--- config.mk ---
export PLATFORM = sky130hd
export DESIGN_NAME = dpb_queue
export DESIGN_NICKNAME = d
export VERILOG_FILES = /design/src/sv/dpb_pkg.sv /design/src/sv/dpb_queue.sv
export SDC_FILE = /design/constraint.sdc
export NUM_CORES = 1
export LEC_CHECK = 0
export BUFFER_PORTS_ARGS = -buffer_cell sky130_fd_sc_hd__buf_2
export CORE_MARGIN = 2
export CORE_UTILIZATION = 35
export DETAILED_ROUTE_END_ITERATION = 7
export MAX_ROUTING_LAYER = met4
export PLACE_DENSITY = 0.57
export SKIP_CTS_REPAIR_TIMING = 1
export SYNTH_ARGS = -nofsm -noshare
export SYNTH_HDL_FRONTEND = slang
export SYNTH_SLANG_ARGS = --single-unit
--- constraint.sdc ---
create_clock -name i_clk -period 4.1 [get_ports i_clk]
set_input_delay 0 -clock i_clk [delete_from_list [all_inputs] [get_ports i_clk]]
set_output_delay 0 -clock i_clk [all_outputs]
set_load 0.02 [all_outputs]
--- src/sv/dpb_pkg.sv ---
// Shared types, constants and configuration reset values for the depth pixel
// back-projection block. No dependencies.

package dpb_pkg;

    localparam int DEFAULT_STRIDE    = 3;
    localparam int DEFAULT_MAX_WIDTH = 4096;
    localparam int MAX_HEIGHT        = 4096;
    localparam int QUEUE_DEPTH       = 4;

    localparam int DEPTH_W   = 16;
    localparam int COLOR_W   = 8;
    localparam int COORD_W   = 32;
    localparam int CENTER_W  = 16;
    localparam int INV_W     = 24;
    localparam int DIM_W     = 13;
    localparam int ROW_W     = 12;
    localparam int POS_FRAC  = 4;
    localparam int OFF_W     = 16;
    localparam int FRAC_SHIFT = 28;
    localparam int PROD1_W   = OFF_W + DEPTH_W;
    localparam int PROD2_W   = PROD1_W + INV_W;
    localparam int CFG_IDX_W = 3;
    localparam int CFG_DATA_W = 24;

    localparam logic [CENTER_W-1:0] RST_CENTER_X  = 16'd5120;
    localparam logic [CENTER_W-1:0] RST_CENTER_Y  = 16'd3840;
    localparam logic [INV_W-1:0]    RST_INV_FX    = 24'd8389;
    localparam logic [INV_W-1:0]    RST_INV_FY    = 24'd8389;
    localparam logic [DIM_W-1:0]    RST_WIDTH     = 13'd640;
    localparam logic [DIM_W-1:0]    RST_HEIGHT    = 13'd480;
    localparam logic [DEPTH_W-1:0]  RST_DEPTH_MIN = 16'd41;
    localparam logic [DEPTH_W-1:0]  RST_DEPTH_MAX = 16'd36864;

    typedef enum logic [CFG_IDX_W-1:0] {
        CFG_CENTER_X  = 3'd0,
        CFG_CENTER_Y  = 3'd1,
        CFG_INV_FX    = 3'd2,
        CFG_INV_FY    = 3'd3,
        CFG_WIDTH     = 3'd4,
        CFG_HEIGHT    = 3'd5,
        CFG_DEPTH_MIN = 3'd6,
        CFG_DEPTH_MAX = 3'd7
    } t_cfg_index;

    typedef struct packed {
        logic [CENTER_W-1:0] center_x;
        logic [CENTER_W-1:0] center_y;
        logic [INV_W-1:0]    inv_focal_x;
        logic [INV_W-1:0]    inv_focal_y;
        logic [DIM_W-1:0]    image_width;
        logic [DIM_W-1:0]    image_height;
        logic [DEPTH_W-1:0]  depth_min;
        logic [DEPTH_W-1:0]  depth_max;
    } t_cfg;

    typedef struct packed {
        logic [DEPTH_W-1:0] depth;
        logic [COLOR_W-1:0] blue_in;
        logic [COLOR_W-1:0] green_in;
        logic [COLOR_W-1:0] red_in;
    } t_pixel;

    typedef struct packed {
        logic signed [COORD_W-1:0] point_x;
        logic signed [COORD_W-1:0] point_y;
        logic [DEPTH_W-1:0]        point_z;
        logic [COLOR_W-1:0]        blue_out;
        logic [COLOR_W-1:0]        green_out;
        logic [COLOR_W-1:0]        red_out;
    } t_point;

    typedef struct packed {
        logic               neg_x;
        logic [OFF_W-1:0]   off_x;
        logic               neg_y;
        logic [OFF_W-1:0]   off_y;
        logic [DEPTH_W-1:0] depth;
        logic [COLOR_W-1:0] blue;
        logic [COLOR_W-1:0] green;
        logic [COLOR_W-1:0] red;
    } t_job;

endpackage

--- src/sv/dpb_queue.sv ---
// Short register queue of accepted points between front and back end.
// Depends on dpb_pkg.

module dpb_queue #(
    parameter int DEPTH = dpb_pkg::QUEUE_DEPTH
) (
    input  logic          i_clk,
    input  logic          i_rst_n,
    input  logic          i_push,
    input  dpb_pkg::t_job i_job,
    input  logic          i_pop,
    output dpb_pkg::t_job o_job,
    output logic          o_empty,
    output logic          o_full
);
    import dpb_pkg::*;

    localparam int PTR_W = (DEPTH > 1) ? $clog2(DEPTH) : 1;
    localparam int CNT_W = $clog2(DEPTH + 1);
    localparam logic [PTR_W-1:0] PTR_LAST = PTR_W'(DEPTH - 1);

    t_job             r_mem [DEPTH];
    logic [PTR_W-1:0] r_wr_ptr, r_rd_ptr;
    logic [CNT_W-1:0] r_count, n_count;
    logic             do_push, do_pop;

    assign o_empty = (r_count == '0);
    assign o_full  = (r_count == CNT_W'(DEPTH));
    assign do_push = i_push && !o_full;
    assign do_pop  = i_pop && !o_empty;
    assign o_job   = r_mem[r_rd_ptr];

    always_comb begin
        n_count = r_count;
        if (do_push && !do_pop) begin
            n_count = r_count + CNT_W'(1);
        end else if (do_pop && !do_push) begin
            n_count = r_count - CNT_W'(1);
        end
    end

    always_ff @(posedge i_clk) begin
        if (!i_rst_n) begin
            r_wr_ptr <= '0;
            r_rd_ptr <= '0;
            r_count  <= '0;
        end else begin
            r_count <= n_count;
            if (do_push) begin
                r_wr_ptr <= (r_wr_ptr == PTR_LAST) ? '0 : r_wr_ptr + PTR_W'(1);
            end
            if (do_pop) begin
                r_rd_ptr <= (r_rd_ptr == PTR_LAST) ? '0 : r_rd_ptr + PTR_W'(1);
            end
        end
    end

    always_ff @(posedge i_clk) begin
        if (do_push) begin
            r_mem[r_wr_ptr] <= i_job;
        end
    end

endmodule

# Word level (Yosys, flattened, before mapping)
# Memories as Yosys holds them, arrays and structs flattened. A register that Yosys moved wholly into a read port is not among the register bits.
# Cells that the tools add are included.
# totals
register_bits,7
output_inout_bits,76
input_bits,78
mem_count,1
ram_bits,296
# op_classes
muxes,8
add_sub_neg,4
n_eq_ne,3
n_reduce_logical,10
# mem_list
memory,words,word_bits,read_ports,rd_ports_with_merged_regs,write_ports,line_no,text
r_mem,4,74,1,1,1,dpb_queue.sv:22,t_job r_mem [DEPTH];
# ops
op,n
2-to-1 mux 2 bit,4
2-to-1 mux 3 bit,2
adder 2 x 1 -> 2 bit (second input constant),2
== test 2 bit (second input constant),2
logical AND 1 bit,4
zero test 1 bit,4
adder 3 x 1 -> 3 bit (second input constant),1
== test 3 bit (second input constant),1
zero test 3 bit,1
subtractor 3 x 1 -> 3 bit (second input constant),1
2-to-1 mux 1 bit,2
nonzero test 2 bit,1

# Depth between registers and ports, before layout
# logic_depth
word_depth,7
depth_mapped,9

# Least setup slack after synthesis
# No wires, ideal clock.
# synth_path
path_type,reg-to-reg
startpoint,register r_count[0]
endpoint,memory r_mem[0][0] (netlist bit) (enable)
path_buffers,1
period_less_slack_ps,3039
arrival_ps,2598
slack_ps,1061
t_required_ps,3660
setup_time_ps,440
path_stages_with_launch,5
path_cell_list,dfxtp_1 > nor3b_1 > nor2b_1 > buf_2 > and2_1
# synth_between
elab_chain_cells,5
# synth_lines
element,line_no,text
"start, declared",dpb_queue.sv:24,"logic [CNT_W-1:0] r_count, n_count;"
"start signal, assigned",dpb_queue.sv:48,r_count <= n_count;
== test 3 bit,dpb_queue.sv:28,assign o_full = (r_count == CNT_W'(DEPTH));
net o_full,dpb_queue.sv:14,output logic o_full
zero test 1 bit,dpb_queue.sv:29,assign do_push = i_push && !o_full;
logical AND 1 bit,dpb_queue.sv:29,
net do_push,dpb_queue.sv:25,"logic do_push, do_pop;"
2-to-1 mux 1 bit,dpb_queue.sv:59,if (do_push) begin
2-to-1 mux 1 bit (not written as such),dpb_queue.sv:60,r_mem[r_wr_ptr] <= i_job;
"end, declared",dpb_queue.sv:22,
# The timed path passes the listed nets, and every way through them passes these cells.

==> results.md <==
* Max-slew violation count at 0
* Critical path launch point type: flop
* Largest net degree at the start of global routing at 75
* Min cycle time layout at 2670 ps
* Root Buffer Master: clkbuf_16
* Seq pwr share at 45.4%
* Net switching power at 2.45 mW
* Switching Fraction at 27.5%
* Pre-CTS setup slack at 1550 ps
* Total global-route track usage at 13.0%
* Sink Count at 305
* Final setup fails at 0
* CTS tree: built
* Starting Density at 35.4%
* Netlist Area Pre-Place at 11200 um^2
* Clk buf depth at 3
* Aggregate global routing overflow at 0
* Horiz. Die Dim at 183 um
* Kind of critical path: reg -> out
* HP Class: in -> reg
* Cell count after synthesis at 437
* DRC Markers at 0
* Part of the Yosys area used for sequential elements at 81.3%
* Average cell area after synthesis at 25.5 um^2
* Logic pwr share at 22.2%
* FF-to-FF setup slack at 1600 ps
* Synth-to-layout area growth at 27.1%
* Final setup slack of the worst path at 1430 ps
* Ratio of cells with drive above 1 in the final layout at 40.2%
* CP arrival at 2670 ps
* TritonCTS Buffers at 31
* Drt total wl at 21600 um
* Max-slew headroom at the worst pin at 21.9%
* Num ports at 154
* Actual slew at the worst max-slew pin at 1170 ps
* Status: finished, final reports clean
* DRT Pass-1 Iters at 6
* Lkg Pwr at 4.77 nW
* Clock transition at path regs at 60 ps
* # rows at 65
* Library cells used by synthesis at 24
* Dominant cells by area after synthesis: edfxtp_1 (80%), mux4_2 (15%), dfxtp_1 (1.6%)
* Synth warnings at 0
* Port Buffers at 153
* Hold_ws at 210 ps
* Core area at 31500 um^2
* H-Tree Depth at 1
* CP Max Fanout at 40
* Worst path max stage delay at 900 ps
* Via count at 5193
* Top-area cell type share of the netlist area at 79.7%
* Setup crit end kind: output pin
* Max VDD drop at 0.000334 V
* Syn Nets at 522
* Worst path bufs/invs at 2
* Max Cap Viol at 0
* Cell taking the most area after synthesis: edfxtp_1
* Die height at 183 um
* Clk pwr share at 32.4%
* Crit-path leading delay family: flip-flops
* DR iter-0 viols at 371
* Crit-path slowest cell: dfxtp_4
* Vias per cell at 4.67
* Required @ worst endpoint at 4100 ps
* Die area at 33300 um^2
* Overall Power at 8.90 mW
* Fin nets at 770
* CP cell instances: buf_12, mux4_2, buf_2
* Internal power at 6.45 mW
* Achievable Freq at 374 MHz
* Wire length per cell at 19.4 um
* Worst clock skew at 11.4 ps
* Clk_lat worst skew at 540 ps
* Antenna-violating nets left at 0
* DP HPWL at 12600 um
* Gpl congestion at 0.672
* Pwr per Cell Area at 627 nW/um^2
* First-pass GRT wire length at 31700 um
* Initial antenna violation count at 1
* Hold Violations, Final at 0
* Fin Setup TNS at 0 ps
* Crit share post-route at 65.1%
* Flops & latches, synth at 305
* Vias in the first global route at 5431
* Unrepaired setup endpoints after global routing: no
## stage by stage
stage | instances | utilization, % | instance area, um^2
detailed placement | 977 | 39.2 | 12300
floorplan | 437 | - | 11200
CTS | 1034 | 42.6 | 13400
global route | 1112 | 45.1 | 14200
finish | 1112 | 45.1 | 14200
global placement | 977 | 39.2 | 12300
## layout by cell type (no fill, tap or decap), drive strengths merged, types with 3 or more instances in the layout
master,netlist,final
and2,5,5
buf,16,156
bufinv,0,6
clkbuf,2,34
clkinv,0,11
clkinvlp,0,4
dfxtp,9,9
dlygate4sd3,0,77
edfxtp,296,296
ha,6,6
inv,3,5
mux2i,3,3
mux4,74,74
nand2,6,6
o21ai,3,3
## sequential cells by signal (all words and copies together) (netlist names), named ones only
signal,flops
r_count,3
r_mem,296
r_rd_ptr,2
r_wr_ptr,2
## Yosys cell counts
| cell type | count |
|---|---|
| fa_1 | 1 |
| mux4_2 | 74 |
| ha_1 | 6 |
| o21ai_0 | 3 |
| nor2b_1 | 2 |
| o31ai_1 | 1 |
| nor2_1 | 2 |
| nand3_1 | 2 |
| nor3b_1 | 1 |
| dfxtp_1 | 9 |
| inv_1 | 3 |
| buf_2 | 8 |
| or3_1 | 1 |
| a21boi_0 | 1 |
| xnor2_1 | 1 |
| edfxtp_1 | 296 |
| xor2_1 | 1 |
| buf_4 | 1 |
| nor3_1 | 1 |
| nand2_1 | 6 |
| and2_1 | 5 |
| mux2i_1 | 3 |
| buf_6 | 7 |
| clkbuf_1 | 2 |
## area by class of cell
type,count,area [um^2]
Multi-Input combinational cell,111,1950
Timing Repair Buffer,233,1570
Sequential cell,305,9080
Tap cell,402,503
Clock inverter,23,280
Inverter,3,11.3
Fill cell,2663,17300
Antenna cell,1,2.50
Clock buffer,34,787
## final timing paths
path / depth (start not counted) / endpoint / from
hold reg to reg: 2 / r_wr_ptr[1] / r_wr_ptr[1]
hold / removal: 2 / r_mem[3][22] / i_job[22]
setup / recovery: 3 / o_job[50] / flop
setup reg to reg: 3 / r_mem[3][34] / r_count[1]
## kinds of logic after synthesis
logic type,Yosys count,synth area share [%]
AO/OA/AOI/OAI,5,0.269
XOR/XNOR,2,0.157
adder cells (fa/ha/maj),7,0.852
buffers and inverters,21,1.30
flip-flops,305,81.3
multiplexers,77,15.2
AND/OR/NAND/NOR,20,0.920
## routing by layer
metal | GRT usage (%) | vias to the layer above | routed length (um)
li1 | - | 2364 | -
met1 | 15.7 | 2657 | 8950
met2 | 22.0 | 142 | 11000
met3 | 3.75 | 30 | 1290
met4 | 2.90 | 0 | 331
met5 | - | - | 0
## power by group through the flow
stage / clock, mW / sequential (mW) / combinational, mW
6_report: 2.88 / 4.04 / 1.98
4_1_cts: 2.95 / 4.06 / 1.97
5_1_grt: 3.08 / 4.09 / 2.13
3_3_place_gp: 0 / 4.09 / 1.95
3_5_place_dp: 0 / 4.12 / 1.97
2_1_floorplan: 0 / 3.94 / 1.48
Power figures use the tool's default switching activity.
