--- config.mk ---
export PLATFORM = sky130hd
export DESIGN_NAME = dpb_front
export DESIGN_NICKNAME = d
export VERILOG_FILES = /design/src/sv/dpb_pkg.sv /design/src/sv/dpb_front.sv
export SDC_FILE = /design/constraint.sdc
export NUM_CORES = 1
export LEC_CHECK = 0
export BUFFER_PORTS_ARGS = -buffer_cell sky130_fd_sc_hd__buf_2
export CAP_MARGIN = 20
export CORE_UTILIZATION = 40
export CTS_BUF_LIST = sky130_fd_sc_hd__clkbuf_8
export DETAILED_ROUTE_END_ITERATION = 12
export PLACE_DENSITY = 0.77
export SETUP_SLACK_MARGIN = 0.05
export SLEW_MARGIN = 40
export SYNTH_ARGS = -nofsm -noshare
export SYNTH_HDL_FRONTEND = slang
export SYNTH_SLANG_ARGS = --single-unit
--- constraint.sdc ---
create_clock -name i_clk -period 5.1 [get_ports i_clk]
set_input_delay 1.02 -clock i_clk [delete_from_list [all_inputs] [get_ports i_clk]]
set_output_delay 1.02 -clock i_clk [all_outputs]
set_load 0.1 [all_outputs]
--- src/sv/dpb_pkg.sv ---
// Shared types, constants and configuration reset values for the depth pixel
// back-projection block. No dependencies.

package dpb_pkg;

    localparam int DEFAULT_STRIDE    = 3;
    localparam int DEFAULT_MAX_WIDTH = 4096;
    localparam int MAX_HEIGHT        = 4096;
    localparam int QUEUE_DEPTH       = 4;

    localparam int DEPTH_W   = 16;
    localparam int COLOR_W   = 8;
    localparam int COORD_W   = 32;
    localparam int CENTER_W  = 16;
    localparam int INV_W     = 24;
    localparam int DIM_W     = 13;
    localparam int ROW_W     = 12;
    localparam int POS_FRAC  = 4;
    localparam int OFF_W     = 16;
    localparam int FRAC_SHIFT = 28;
    localparam int PROD1_W   = OFF_W + DEPTH_W;
    localparam int PROD2_W   = PROD1_W + INV_W;
    localparam int CFG_IDX_W = 3;
    localparam int CFG_DATA_W = 24;

    localparam logic [CENTER_W-1:0] RST_CENTER_X  = 16'd5120;
    localparam logic [CENTER_W-1:0] RST_CENTER_Y  = 16'd3840;
    localparam logic [INV_W-1:0]    RST_INV_FX    = 24'd8389;
    localparam logic [INV_W-1:0]    RST_INV_FY    = 24'd8389;
    localparam logic [DIM_W-1:0]    RST_WIDTH     = 13'd640;
    localparam logic [DIM_W-1:0]    RST_HEIGHT    = 13'd480;
    localparam logic [DEPTH_W-1:0]  RST_DEPTH_MIN = 16'd41;
    localparam logic [DEPTH_W-1:0]  RST_DEPTH_MAX = 16'd36864;

    typedef enum logic [CFG_IDX_W-1:0] {
        CFG_CENTER_X  = 3'd0,
        CFG_CENTER_Y  = 3'd1,
        CFG_INV_FX    = 3'd2,
        CFG_INV_FY    = 3'd3,
        CFG_WIDTH     = 3'd4,
        CFG_HEIGHT    = 3'd5,
        CFG_DEPTH_MIN = 3'd6,
        CFG_DEPTH_MAX = 3'd7
    } t_cfg_index;

    typedef struct packed {
        logic [CENTER_W-1:0] center_x;
        logic [CENTER_W-1:0] center_y;
        logic [INV_W-1:0]    inv_focal_x;
        logic [INV_W-1:0]    inv_focal_y;
        logic [DIM_W-1:0]    image_width;
        logic [DIM_W-1:0]    image_height;
        logic [DEPTH_W-1:0]  depth_min;
        logic [DEPTH_W-1:0]  depth_max;
    } t_cfg;

    typedef struct packed {
        logic [DEPTH_W-1:0] depth;
        logic [COLOR_W-1:0] blue_in;
        logic [COLOR_W-1:0] green_in;
        logic [COLOR_W-1:0] red_in;
    } t_pixel;

    typedef struct packed {
        logic signed [COORD_W-1:0] point_x;
        logic signed [COORD_W-1:0] point_y;
        logic [DEPTH_W-1:0]        point_z;
        logic [COLOR_W-1:0]        blue_out;
        logic [COLOR_W-1:0]        green_out;
        logic [COLOR_W-1:0]        red_out;
    } t_point;

    typedef struct packed {
        logic               neg_x;
        logic [OFF_W-1:0]   off_x;
        logic               neg_y;
        logic [OFF_W-1:0]   off_y;
        logic [DEPTH_W-1:0] depth;
        logic [COLOR_W-1:0] blue;
        logic [COLOR_W-1:0] green;
        logic [COLOR_W-1:0] red;
    } t_job;

endpackage

--- src/sv/dpb_front.sv ---
// Front end: raster position counters, stride and depth window test, signed
// pixel offsets from the principal point. Depends on dpb_pkg.

module dpb_front #(
    parameter int STRIDE    = dpb_pkg::DEFAULT_STRIDE,
    parameter int MAX_WIDTH = dpb_pkg::DEFAULT_MAX_WIDTH
) (
    input  logic          i_clk,
    input  logic          i_rst_n,
    input  dpb_pkg::t_cfg i_cfg,
    input  logic          i_valid,
    input  dpb_pkg::t_pixel i_pixel,
    output logic          o_stall,
    input  logic          i_queue_full,
    output logic          o_push,
    output dpb_pkg::t_job o_job
);
    import dpb_pkg::*;

    localparam int COL_W = $clog2(MAX_WIDTH);
    localparam int PH_W  = (STRIDE > 1) ? $clog2(STRIDE) : 1;
    localparam int P16_W = OFF_W + 1;
    localparam logic [PH_W-1:0] PH_LAST = PH_W'(STRIDE - 1);

    logic [COL_W-1:0] r_col, n_col;
    logic [ROW_W-1:0] r_row, n_row;
    logic [PH_W-1:0]  r_col_ph, n_col_ph;
    logic [PH_W-1:0]  r_row_ph, n_row_ph;

    logic             accept;
    logic             hit;
    logic [DIM_W-1:0] w_eff;
    logic [DIM_W-1:0] h_eff;
    logic [P16_W-1:0] px16, py16, cx, cy;

    assign o_stall = i_queue_full;
    assign accept  = i_valid && !i_queue_full;

    always_comb begin
        w_eff = (i_cfg.image_width == '0 || i_cfg.image_width > DIM_W'(MAX_WIDTH))
              ? DIM_W'(MAX_WIDTH) : i_cfg.image_width;
        h_eff = (i_cfg.image_height == '0 || i_cfg.image_height > DIM_W'(MAX_HEIGHT))
              ? DIM_W'(MAX_HEIGHT) : i_cfg.image_height;

        n_col    = r_col;
        n_row    = r_row;
        n_col_ph = r_col_ph;
        n_row_ph = r_row_ph;
        if (DIM_W'(r_col) + DIM_W'(1) >= w_eff) begin
            n_col    = '0;
            n_col_ph = '0;
            if (DIM_W'(r_row) + DIM_W'(1) >= h_eff) begin
                n_row    = '0;
                n_row_ph = '0;
            end else begin
                n_row    = r_row + ROW_W'(1);
                n_row_ph = (r_row_ph == PH_LAST) ? '0 : r_row_ph + PH_W'(1);
            end
        end else begin
            n_col    = r_col + COL_W'(1);
            n_col_ph = (r_col_ph == PH_LAST) ? '0 : r_col_ph + PH_W'(1);
        end
    end

    always_ff @(posedge i_clk) begin
        if (!i_rst_n) begin
            r_col    <= '0;
            r_row    <= '0;
            r_col_ph <= '0;
            r_row_ph <= '0;
        end else if (accept) begin
            r_col    <= n_col;
            r_row    <= n_row;
            r_col_ph <= n_col_ph;
            r_row_ph <= n_row_ph;
        end
    end

    always_comb begin
        hit = (r_col_ph == '0) && (r_row_ph == '0)
           && (i_pixel.depth >= i_cfg.depth_min) && (i_pixel.depth <= i_cfg.depth_max);

        px16 = P16_W'({r_col, {POS_FRAC{1'b0}}});
        py16 = P16_W'({r_row, {POS_FRAC{1'b0}}});
        cx   = P16_W'(i_cfg.center_x);
        cy   = P16_W'(i_cfg.center_y);

        o_job.neg_x = px16 < cx;
        o_job.off_x = o_job.neg_x ? OFF_W'(cx - px16) : OFF_W'(px16 - cx);
        o_job.neg_y = py16 < cy;
        o_job.off_y = o_job.neg_y ? OFF_W'(cy - py16) : OFF_W'(py16 - cy);
        o_job.depth = i_pixel.depth;
        o_job.blue  = i_pixel.blue_in;
        o_job.green = i_pixel.green_in;
        o_job.red   = i_pixel.red_in;
    end

    assign o_push = accept && hit;

endmodule

Word-level counts from Yosys, hierarchy flattened. Cells that the tools add are included.

ROM bits: 0. Output and inout bits: 76. Bits in latches: 0. Memories: 0. Bits in writable memories: 0. Logic and storage cells: 47. Register bits after elaboration: 28. Input bits: 182.

Divide/modulo/power cells: 0. $lt $le $gt $ge: 8. Mux-type cells: 10. Shift-type cells: 0. Reduce and logical (&&, ||, !) cells: 13. Equal/unequal tests: 2. Bitwise operators: 0. Multiply operators: 0. $add $sub $neg: 10.

Operators by type and width (number): 16-bit subtractor (4); 16-bit < comparator (2); 16-bit 2-to-1 mux (2); 12-bit by 1-bit adder with 13-bit output (second input constant) (2); 13-bit >= comparator (2); 13-bit > comparator (second input constant) (2); 13-bit logical NOT (2); 13-bit 2-to-1 mux (2); 12-bit by 1-bit adder with 12-bit output (second input constant) (2); 12-bit 2-to-1 mux (2); 16-bit >= comparator (1); 16-bit less-or-equal comparator (1); 2-bit 2-to-1 mux (4); 1-bit logical AND (5); 2-bit by 1-bit adder with 2-bit output (second input constant) (2); 2-bit == test (second input constant) (2); 2-bit logical NOT (2); 1-bit logical OR (2); 2-bit AND reduction (1); 1-bit logical NOT (1).

Longest topological paths before layout. Gate-level depths: netlist (run 1).

Depth in word-level cells: 5. Depth in mapped cells: 15. Gate-level depth less buffers: 13.

Worst setup path before layout (run 1). No wires, ideal clock.

Path kind: in2out. Start point: in i_cfg[1] (netlist name). End point: out o_push. Data arrival time: 6821 ps. Path buffers: 0. Cell stages on the path: 9. Path slack: -2741 ps. Data required time: 4080 ps. Cells stage by stage: inv_1 -> ha_1 -> nor2b_1 -> o21a_1 -> o21a_1 -> o21ai_0 -> a21oi_1 -> o22a_1 -> a2111oi_0.

Cells in the longest elaborated chain, start to end: 3.

RTL lines: start: declaration (line dpb_front.sv:10) `input dpb_pkg::t_cfg i_cfg,`; 16-bit less-or-equal comparator (line dpb_front.sv:81) `&& (i_pixel.depth >= i_cfg.depth_min) && (i_pixel.depth <= i_cfg.depth_max);`; 1-bit logical AND (line dpb_front.sv:81); 1-bit logical AND (line dpb_front.sv:98) `assign o_push = accept && hit;`; end: declaration (line dpb_front.sv:15) `output logic o_push,`.

No other way between the ends.

==> run summary, run 1 <==
number of global-route vias before repair: 5,106
crit share post-route: 95.6%
clk_lat worst skew: 280 ps
CP max FO: 25
Syn Inst Count: 749
Largest delay share family, worst path: compound AO/OA/AOI/OAI gates
top-area cell type share of the netlist area: 23.7%
final critical-path required period: 4880 ps
register area share after synthesis: 10.0%
die area: 0.0145 sq mm
share of cells above drive strength 1: 25.3%
# clock sinks: 28
Hold/Removal Path Class: flop to flop
Die Span X: 120 um
I/O pins: 258
Startpoint Class: input port
Worst Max-Slew Pin Slew: 771 ps
wire per inst: 13.4 um
global-route wire length before repair: 22,900 um
Final setup violation count: 0
Rel. slew slack: 48.5%
ANT nets after route: 0
largest family of logic cells by synthesized area: adder cells
Hold Vio Cnt, Final: 0
CTS root buffer: clkbuf_8
pwr/cell area: 177 mW/mm^2
final std cells w/o fill: 1,034
synthesized flop and latch total: 28
top-count cell post-synth: ha_1
Die Y: 120 um
top cells by area, synth: ha_1 24%, dfxtp_1 10%, buf_4 5.9%, inv_1 5.9%, a21oi_1 4.9%
slowest stage delay, CP: 460 ps
Synth cell types: 65
max layer used: met4
Post-Synth XOR/XNOR Area: 7.36%
CP max-delay cell: a2111oi_0
RSZ-0062 raised after global routing: false
Max Slew Vio Count: 0
final-layout fill cell count: 1,335
CTS H-tree depth: 1
VDD IR max: 0.0985 mV
critical-path cell list: buf_2 -> inv_1 -> ha_1 -> fa_1 -> a21oi_1 -> nor2b_1 -> o311ai_2 -> a31oi_4 -> a2111oi_0 -> a41oi_1 -> xor2_2 -> buf_12
CP required: 4080 ps
Setup Buffers After CTS: 0
HPWL after DPL: 12,000 um
met3 routed WL: 886 um
complex-gate fraction of the synthesized area: 24.2%
CTS Buffer Depth: 2
P&R area growth vs syn: 22.2%
Mapped Area: 0.00559 sq mm
IO buf count: 161
Leakage Power: 3.43 nW
Pre-antenna DRT Iters: 5
Mapped Avg Cell Area: 7.47 sq um
post-synthesis mux area share: 0.761%
Placed Cells: 1,030
status: complete, no violations
# rows: 42
FFs w/ async S/R, synth: 0%
Crit. End Element: output pin
CTS buffer count: 3
WP buf/inv: 3
Post-CTS Hold Buffers: 0
Vias per Instance: 5.33
routed via count: 5,509
Total GRT Usage: 19.0%
skew final: 5.20 ps
final WL: 13,800 um
DRC Markers: 0
Core Region: 0.0135 sq mm
Simple-Gate Fraction of Synth Area: 19.8%
largest net degree at the start of global routing: 26
syn_nets: 1,039
final instance area: 0.00683 sq mm
top post-synthesis cells by count: 106 x ha_1, 88 x inv_1, 55 x a21oi_1
CP Class: input port to output pin
WL met2: 6790 um
nets: 1,149
most common flop cell mapped by yosys: dfxtp_1
starting density of the core: 41.6%
max cap viols: 0
Worst-path clk slew: 90 ps
Fmax: 205 MHz
critical path data arrival time: 3860 ps
Yosys top cell by area: ha_1
GRT overflow: 0
placed cell area: 0.00677 sq mm
Post-synth EDFFs: 0
antenna violations before repair: 0
initial drt markers: 302
RePlAce Congestion: 0.853
CTS tree: done
met1 WL: 5980 um
Syn. warnings: 0
ant diodes: 0
fraction of the mapped netlist area in adder cells: 24.4%
-- placed cells by master (no fill, tap or decap), drive strengths merged, types with 7 or more instances in the layout --
| master | count |
|---|---|
| a21boi | 11 |
| a21o | 28 |
| a21oi | 55 |
| a22o | 8 |
| a31oi | 9 |
| and3 | 7 |
| buf | 172 |
| dfxtp | 28 |
| ha | 106 |
| inv | 87 |
| nand2 | 47 |
| nand2b | 31 |
| nand3 | 28 |
| nand4 | 12 |
| nor2 | 23 |
| nor2b | 15 |
| nor3 | 7 |
| nor4 | 10 |
| o21a | 10 |
| o21ai | 34 |
| xnor2 | 31 |
| xor2 | 16 |
-- power by group --
| part | leakage (nW) | internal (mW) | switching (mW) |
|---|---|---|---|
| clock network | 0.0288 | 0.0692 | 0.0684 |
| logic | 3.17 | 0.270 | 0.563 |
| registers | 0.227 | 0.226 | 0.0124 |
| total | 3.43 | 0.565 | 0.644 |
-- final cells by class --
class	count	area, sq um	share of cell area (%)
clock buffer	4	55.1	0.806
inverter	88	334	4.89
timing repair buffer	173	1150	16.9
tap	176	220	3.22
multi-input combinational	565	4510	66.0
sequential	28	561	8.21
-- metrics by stage --
step / utilization [%] / worst slack, ps / hold WS (ps) / TNS, ps / total power [mW]
floorplan: - / -592 / 450 / -1800 / 0.948
global placement: 50.4 / 302 / 461 / 0 / 1.07
detailed placement: 50.4 / 233 / 470 / 0 / 1.08
CTS: 50.8 / 229 / 483 / 0 / 1.21
global route: 50.8 / 86.5 / 503 / 0 / 1.28
finish: 50.8 / 223 / 484 / 0 / 1.21
-- worst paths after layout --
check             cells after the start     endpoint         from  slack, ps
setup reg to reg                     13     r_row[0]     r_col[1]       1200
hold / removal                        2  r_col_ph[1]  r_col_ph[1]        480
hold reg to reg                       2  r_col_ph[1]  r_col_ph[1]        480
setup / recovery                     12    o_job[55]   i_cfg[110]        220
-- cell families after synthesis --
group                    Yosys count
AO/OA/AOI/OAI                    201
buffers and inverters            156
adder cells (fa/ha/maj)          108
flip-flops                        28
XOR/XNOR                          47
AND/OR/NAND/NOR                  205
multiplexers                       4
-- flip-flops by register name, summed over array words and instances (netlist names) --
register and cells:
r_col_ph 2, r_col 12, r_row_ph 2, r_row 12
-- timing repair --
item,CTS,global route
setup endpoints to repair,0,2
resized for setup,0,1
hold endpoints to repair,0,0
-- worst min-delay path, stage by stage (launching register included) --
cell,delay [ps]
dfxtp_1,330
nand2_1,50
a21boi_0,60
-- metal layers --
metal / vias up / global-route usage (%)
met2: 198 / 35.5
met3: 16 / 2.92
met5: - / 0
met4: 0 / 4.09
li1: 2801 / -
met1: 2494 / 22.8
Power figures use the tool's default switching activity.
==> run 2: changes to the inputs <==
--- a/config.mk
+++ b/config.mk
@@ -5,7 +5,7 @@
 export SDC_FILE = /design/constraint.sdc
 export NUM_CORES = 1
 export LEC_CHECK = 0
-export BUFFER_PORTS_ARGS = -buffer_cell sky130_fd_sc_hd__buf_2
+export BUFFER_PORTS_ARGS = -buffer_cell sky130_fd_sc_hd__buf_4
 export CAP_MARGIN = 20
 export CORE_UTILIZATION = 40
 export CTS_BUF_LIST = sky130_fd_sc_hd__clkbuf_8
==> run summary, run 2 (synthesized netlist as in run 1, its figures left out) <==
status: complete, no violations
Worst-path clk slew: 100 ps
Setup TNS Final: 0 ps
global-route wire length before repair: 22,900 um
R2R setup slack: 1210 ps
Post-CTS Hold Buffers: 0
Clock Power Share: 14.4%
WP buf/inv: 3
skew final: 7.17 ps
CTS tree: done
Crit. End Element: output pin
Vias per Instance: 5.24
die area: 0.0145 sq mm
crit share post-route: 95.3%
Regs by FF count: r_col (12), r_row (12)
most frequent cells in the layout: 173 x buf_4, 106 x ha_1, 87 x inv_1, 55 x a21oi_1, 47 x nand2_1
Fmax: 206 MHz
starting density of the core: 41.6%
Pre-antenna DRT Iters: 5
Setup crit start: i_cfg[110]
Util after Layout: 52.0%
Sw Ratio: 51.8%
pwr/cell area: 176 mW/mm^2
# rows: 42
Hold/Removal Path Class: flop to flop
Startpoint Class: input port
Rel. slew slack: 47.9%
Hold Vio Cnt, Final: 0
hold depth: 2
cell repeated most along the worst path: buf_4
Core Region: 0.0135 sq mm
Switch Pwr: 637 uW
RSZ-0062 raised after global routing: false
critical path data arrival time: 3840 ps
DRC Markers: 0
ANT nets after route: 0
placed cell area: 0.00691 sq mm
Flop pwr share: 19.4%
critical-path cell list: buf_4 -> inv_1 -> ha_1 -> fa_1 -> a21oi_1 -> nor2b_1 -> o311ai_2 -> a31oi_4 -> and3_1 -> a31oi_1 -> xor2_4 -> buf_4
Max Slew Vio Count: 0
final-layout fill cell count: 1,334
hold_sp: r_col_ph[1]
Leakage Power: 3.48 nW
Internal Pwr Total: 593 uW
CP Class: input port to output pin
CTS buffer count: 3
# clock sinks: 28
final WL: 13,800 um
final instance area: 0.00699 sq mm
Total GRT Usage: 19.0%
ant diodes: 0
VDD IR max: 0.100 mV
Die Y: 120 um
CTS Buffer Depth: 2
HPWL after DPL: 11,900 um
Reg2Reg Launch Point: r_col[1]
P&R area growth vs syn: 25.1%
slowest stage delay, CP: 440 ps
wire per inst: 13.3 um
routed via count: 5,418
Worst Max-Slew Pin Slew: 780 ps
Die Span X: 120 um
CTS root buffer: clkbuf_8
I/O pins: 258
initial drt markers: 300
number of global-route vias before repair: 5,006
largest net degree at the start of global routing: 23
nets: 1,149
max cap viols: 0
combinational share of power: 66.3%
CP max-delay cell: fa_1
final critical-path required period: 4860 ps
Final setup violation count: 0
CP required: 4080 ps
Worst R2R End: r_row[0]
clk_lat worst skew: 280 ps
IO buf count: 161
most common cell after layout, fill and taps aside: buf_4
Hold Crit Endpoint: r_col_ph[1]
CTS H-tree depth: 1
share of cells above drive strength 1: 25.3%
Largest delay share family, worst path: compound AO/OA/AOI/OAI gates
antenna violations before repair: 0
CP max FO: 19
depth of the worst register-to-register path: 13
GRT overflow: 0
RePlAce Congestion: 0.859
run 2: cell count changes in the layout (fill, tap and decap cells not counted), sizes merged:
cell    previous run  this run
buf              172       173
clkbuf             5         3
bufinv             0         1
run 2: worst reg2reg max path: stages, from the launching register on:
cell	delay, ps
dfxtp_1	490
ha_1	290
and3_1	220
and3_1	270
nand3_1	200
xnor2_1	180
ha_1	320
a21o_1	180
a21o_1	170
a21oi_1	120
o21ai_0	140
a21o_1	280
a21boi_1	670
mux2_2	290
run 2: repair_timing:
item / CTS / global route
setup endpoints to repair: 0 / 2
resized for setup: 0 / 1
buffers inserted: 0 / 1
run 2: layout make-up:
class / count / area (sq um) / share of cell area [%]
inverter: 88 / 334 / 4.78
clock inverter: 1 / 30.0 / 0.429
tap: 176 / 220 / 3.15
clock buffer: 3 / 41.3 / 0.590
multi-input combinational: 565 / 4510 / 64.5
sequential: 28 / 561 / 8.01
timing repair buffer: 173 / 1300 / 18.6
run 2: stage by stage:
stage,power [mW],cells,hold slack (ps),setup slack [ps]
2_1_floorplan,0.948,749,450,-592
3_3_place_gp,1.05,1029,462,195
3_5_place_dp,1.06,1029,474,163
4_1_cts,1.23,1033,489,154
5_1_grt,1.30,1034,526,103
6_report,1.23,1034,487,240
run 2: layer usage:
| metal | part of all wire (%) | GRT usage [%] |
|---|---|---|
| met5 | 0 | 0 |
| met4 | 0.85 | 3.16 |
| met1 | 45 | 23.7 |
| met2 | 48 | 34.6 |
| met3 | 6.2 | 2.83 |
run 2: how the worst max path moves through the flow:
stage                     slack, ps  cells past startpoint   endpoint
after global placement          200                     12  o_job[66]
final                           240                     12  o_job[52]
after CTS                       150                     12  o_job[66]
after detailed placement        160                     12  o_job[66]
after floorplan                -590                      9  o_job[41]
after global routing            100                     12  o_job[52]
run 2: power groups by stage:
stage / clock (mW) / combinational (mW) / sequential [mW]
6_report: 0.177 / 0.815 / 0.238
3_5_place_dp: 0 / 0.815 / 0.243
5_1_grt: 0.186 / 0.869 / 0.240
2_1_floorplan: 0 / 0.708 / 0.240
3_3_place_gp: 0 / 0.807 / 0.243
4_1_cts: 0.179 / 0.817 / 0.238
==> run 3: changes to the inputs <==
--- a/config.mk
+++ b/config.mk
@@ -10,7 +10,8 @@
 export CORE_UTILIZATION = 40
 export CTS_BUF_LIST = sky130_fd_sc_hd__clkbuf_8
 export DETAILED_ROUTE_END_ITERATION = 12
-export PLACE_DENSITY = 0.77
+export GPL_TIMING_DRIVEN = 0
+export PLACE_DENSITY = 0.67
 export SETUP_SLACK_MARGIN = 0.05
 export SLEW_MARGIN = 40
 export SYNTH_ARGS = -nofsm -noshare
==> run summary, run 3 (synthesized netlist as in run 1, its figures left out) <==
status: complete, no violations
CTS H-tree depth: 1
CTS tree: done
Pre-antenna DRT Iters: 5
RePlAce Congestion: 0.836
VDD IR max: 0.100 mV
ant diodes: 0
CP max-delay cell: fa_1
pwr/cell area: 173 mW/mm^2
largest net degree at the start of global routing: 15
# rows: 42
Hold Vio Cnt, Final: 0
CP max FO: 10
nets: 1,229
final-layout fill cell count: 1,349
Die Span X: 120 um
placed cell area: 0.00742 sq mm
max cap viols: 0
skew final: 7.79 ps
antenna violations before repair: 0
most frequent cells in the layout: 229 x buf_4, 106 x ha_1, 87 x inv_1, 54 x a21oi_1, 47 x nand2_1
most common cell after layout, fill and taps aside: buf_4
Rel. slew slack: 49.7%
Largest delay share family, worst path: compound AO/OA/AOI/OAI gates
RSZ-0062 raised after global routing: false
initial drt markers: 216
CTS root buffer: clkbuf_8
number of global-route vias before repair: 5,240
Crit. End Element: output pin
Post-CTS Hold Buffers: 0
starting density of the core: 41.6%
IO buf count: 185
Startpoint Class: input port
Worst Max-Slew Pin Slew: 754 ps
Placed Cells: 1,110
CP required: 4080 ps
GRT overflow: 0
Vias per Instance: 5.08
critical path data arrival time: 3840 ps
P&R area growth vs syn: 33.7%
Hold/Removal Path Class: flop to flop
Max Slew Vio Count: 0
Core Region: 0.0135 sq mm
Total GRT Usage: 19.7%
WP buf/inv: 4
ANT nets after route: 0
die area: 0.0145 sq mm
Die Y: 120 um
share of cells above drive strength 1: 29.6%
HPWL after DPL: 12,700 um
Final setup violation count: 0
Regs by FF count: r_col (12), r_row (12)
global-route wire length before repair: 23,800 um
clk_lat worst skew: 290 ps
CTS Buffer Depth: 2
Fmax: 206 MHz
DRC Markers: 0
critical-path cell list: buf_4 -> inv_1 -> ha_1 -> fa_1 -> or3_1 -> a41o_1 -> o311ai_1 -> o41ai_2 -> clkbuf_1 -> a32oi_1 -> xnor2_2 -> buf_4
final critical-path required period: 4860 ps
final WL: 14,700 um
final instance area: 0.00748 sq mm
wire per inst: 13.2 um
cell repeated most along the worst path: buf_4
CTS buffer count: 3
routed via count: 5,655
final std cells w/o fill: 1,113
Worst-path clk slew: 100 ps
I/O pins: 258
CP Class: input port to output pin
crit share post-route: 95.3%
# clock sinks: 28
Leakage Power: 3.76 nW
slowest stage delay, CP: 450 ps
==> run 3: cell types whose count changed in the layout (fill, tap and decap cells not counted), sizes merged <==
cell    previous run  this run
buf              173       233
bufinv             1         0
clkbuf             3        23
==> run 3: repair_timing <==
action,4_1_cts,5_1_grt
endpoints found under the setup margin,0,3
buffers inserted,0,0
resized for setup,0,2
==> run 3: metal layers <==
| metal | vias to the layer above | share of wire (%) | track usage [%] |
|---|---|---|---|
| li1 | 2958 | - | - |
| met1 | 2526 | 46 | 25.4 |
| met2 | 166 | 47 | 35.2 |
| met3 | 5 | 6.1 | 2.45 |
| met4 | 0 | 0.75 | 3.86 |
| met5 | - | 0 | 0 |
==> run 3: cell type report <==
cell class | count | area [sq um] | share of cell area (%)
inverters | 88 | 334 | 4.47
plain buffers | 68 | 424 | 5.67
well taps | 176 | 220 | 2.95
multi-input cells | 565 | 4510 | 60.3
flip-flops and latches | 28 | 561 | 7.50
clock buffers | 3 | 41.3 | 0.552
repair buffers | 185 | 1390 | 18.6
==> run 3: worst reg2reg max path, stage by stage, from the launching register on <==
cell and delay (ps):
dfxtp_1 480, ha_1 290, and3_1 210, and3_1 160, clkbuf_1 210, nand3_1 210, xnor2_1 190, ha_1 320
a21o_1 180, a21o_1 160, a21oi_1 150, o21ai_0 180, a21o_1 300, a21boi_1 650, mux2_2 280
==> run 3: per-stage QoR <==
stage	hold WS, ps	setup TNS (ps)	power [mW]	worst slack (ps)	utilization, %
after floorplan	450	-1800	0.948	-592	-
after global placement	468	0	1.16	199	55.2
after detailed placement	479	0	1.17	168	55.2
after CTS	493	0	1.30	171	55.5
after global routing	517	0	1.36	66.5	55.6
final	493	0	1.29	242	55.6
==> run 3: final timing paths <==
kind	cells past startpoint	slack, ps	end	startpoint
max	12	240	o_job[70]	i_cfg[126]
min	2	490	r_col_ph[0]	r_col_ph[0]
max reg2reg	14	1080	r_row[0]	r_col[1]
min reg2reg	2	490	r_col_ph[0]	r_col_ph[0]
==> run 3: where the power goes <==
| group | internal [mW] | leakage, nW | switching [mW] | total [mW] |
|---|---|---|---|---|
| Sequential | 0.226 | 0.227 | 0.0127 | 0.239 |
| Clock | 0.0535 | 0.0216 | 0.0736 | 0.127 |
| Combinational | 0.290 | 3.51 | 0.635 | 0.925 |
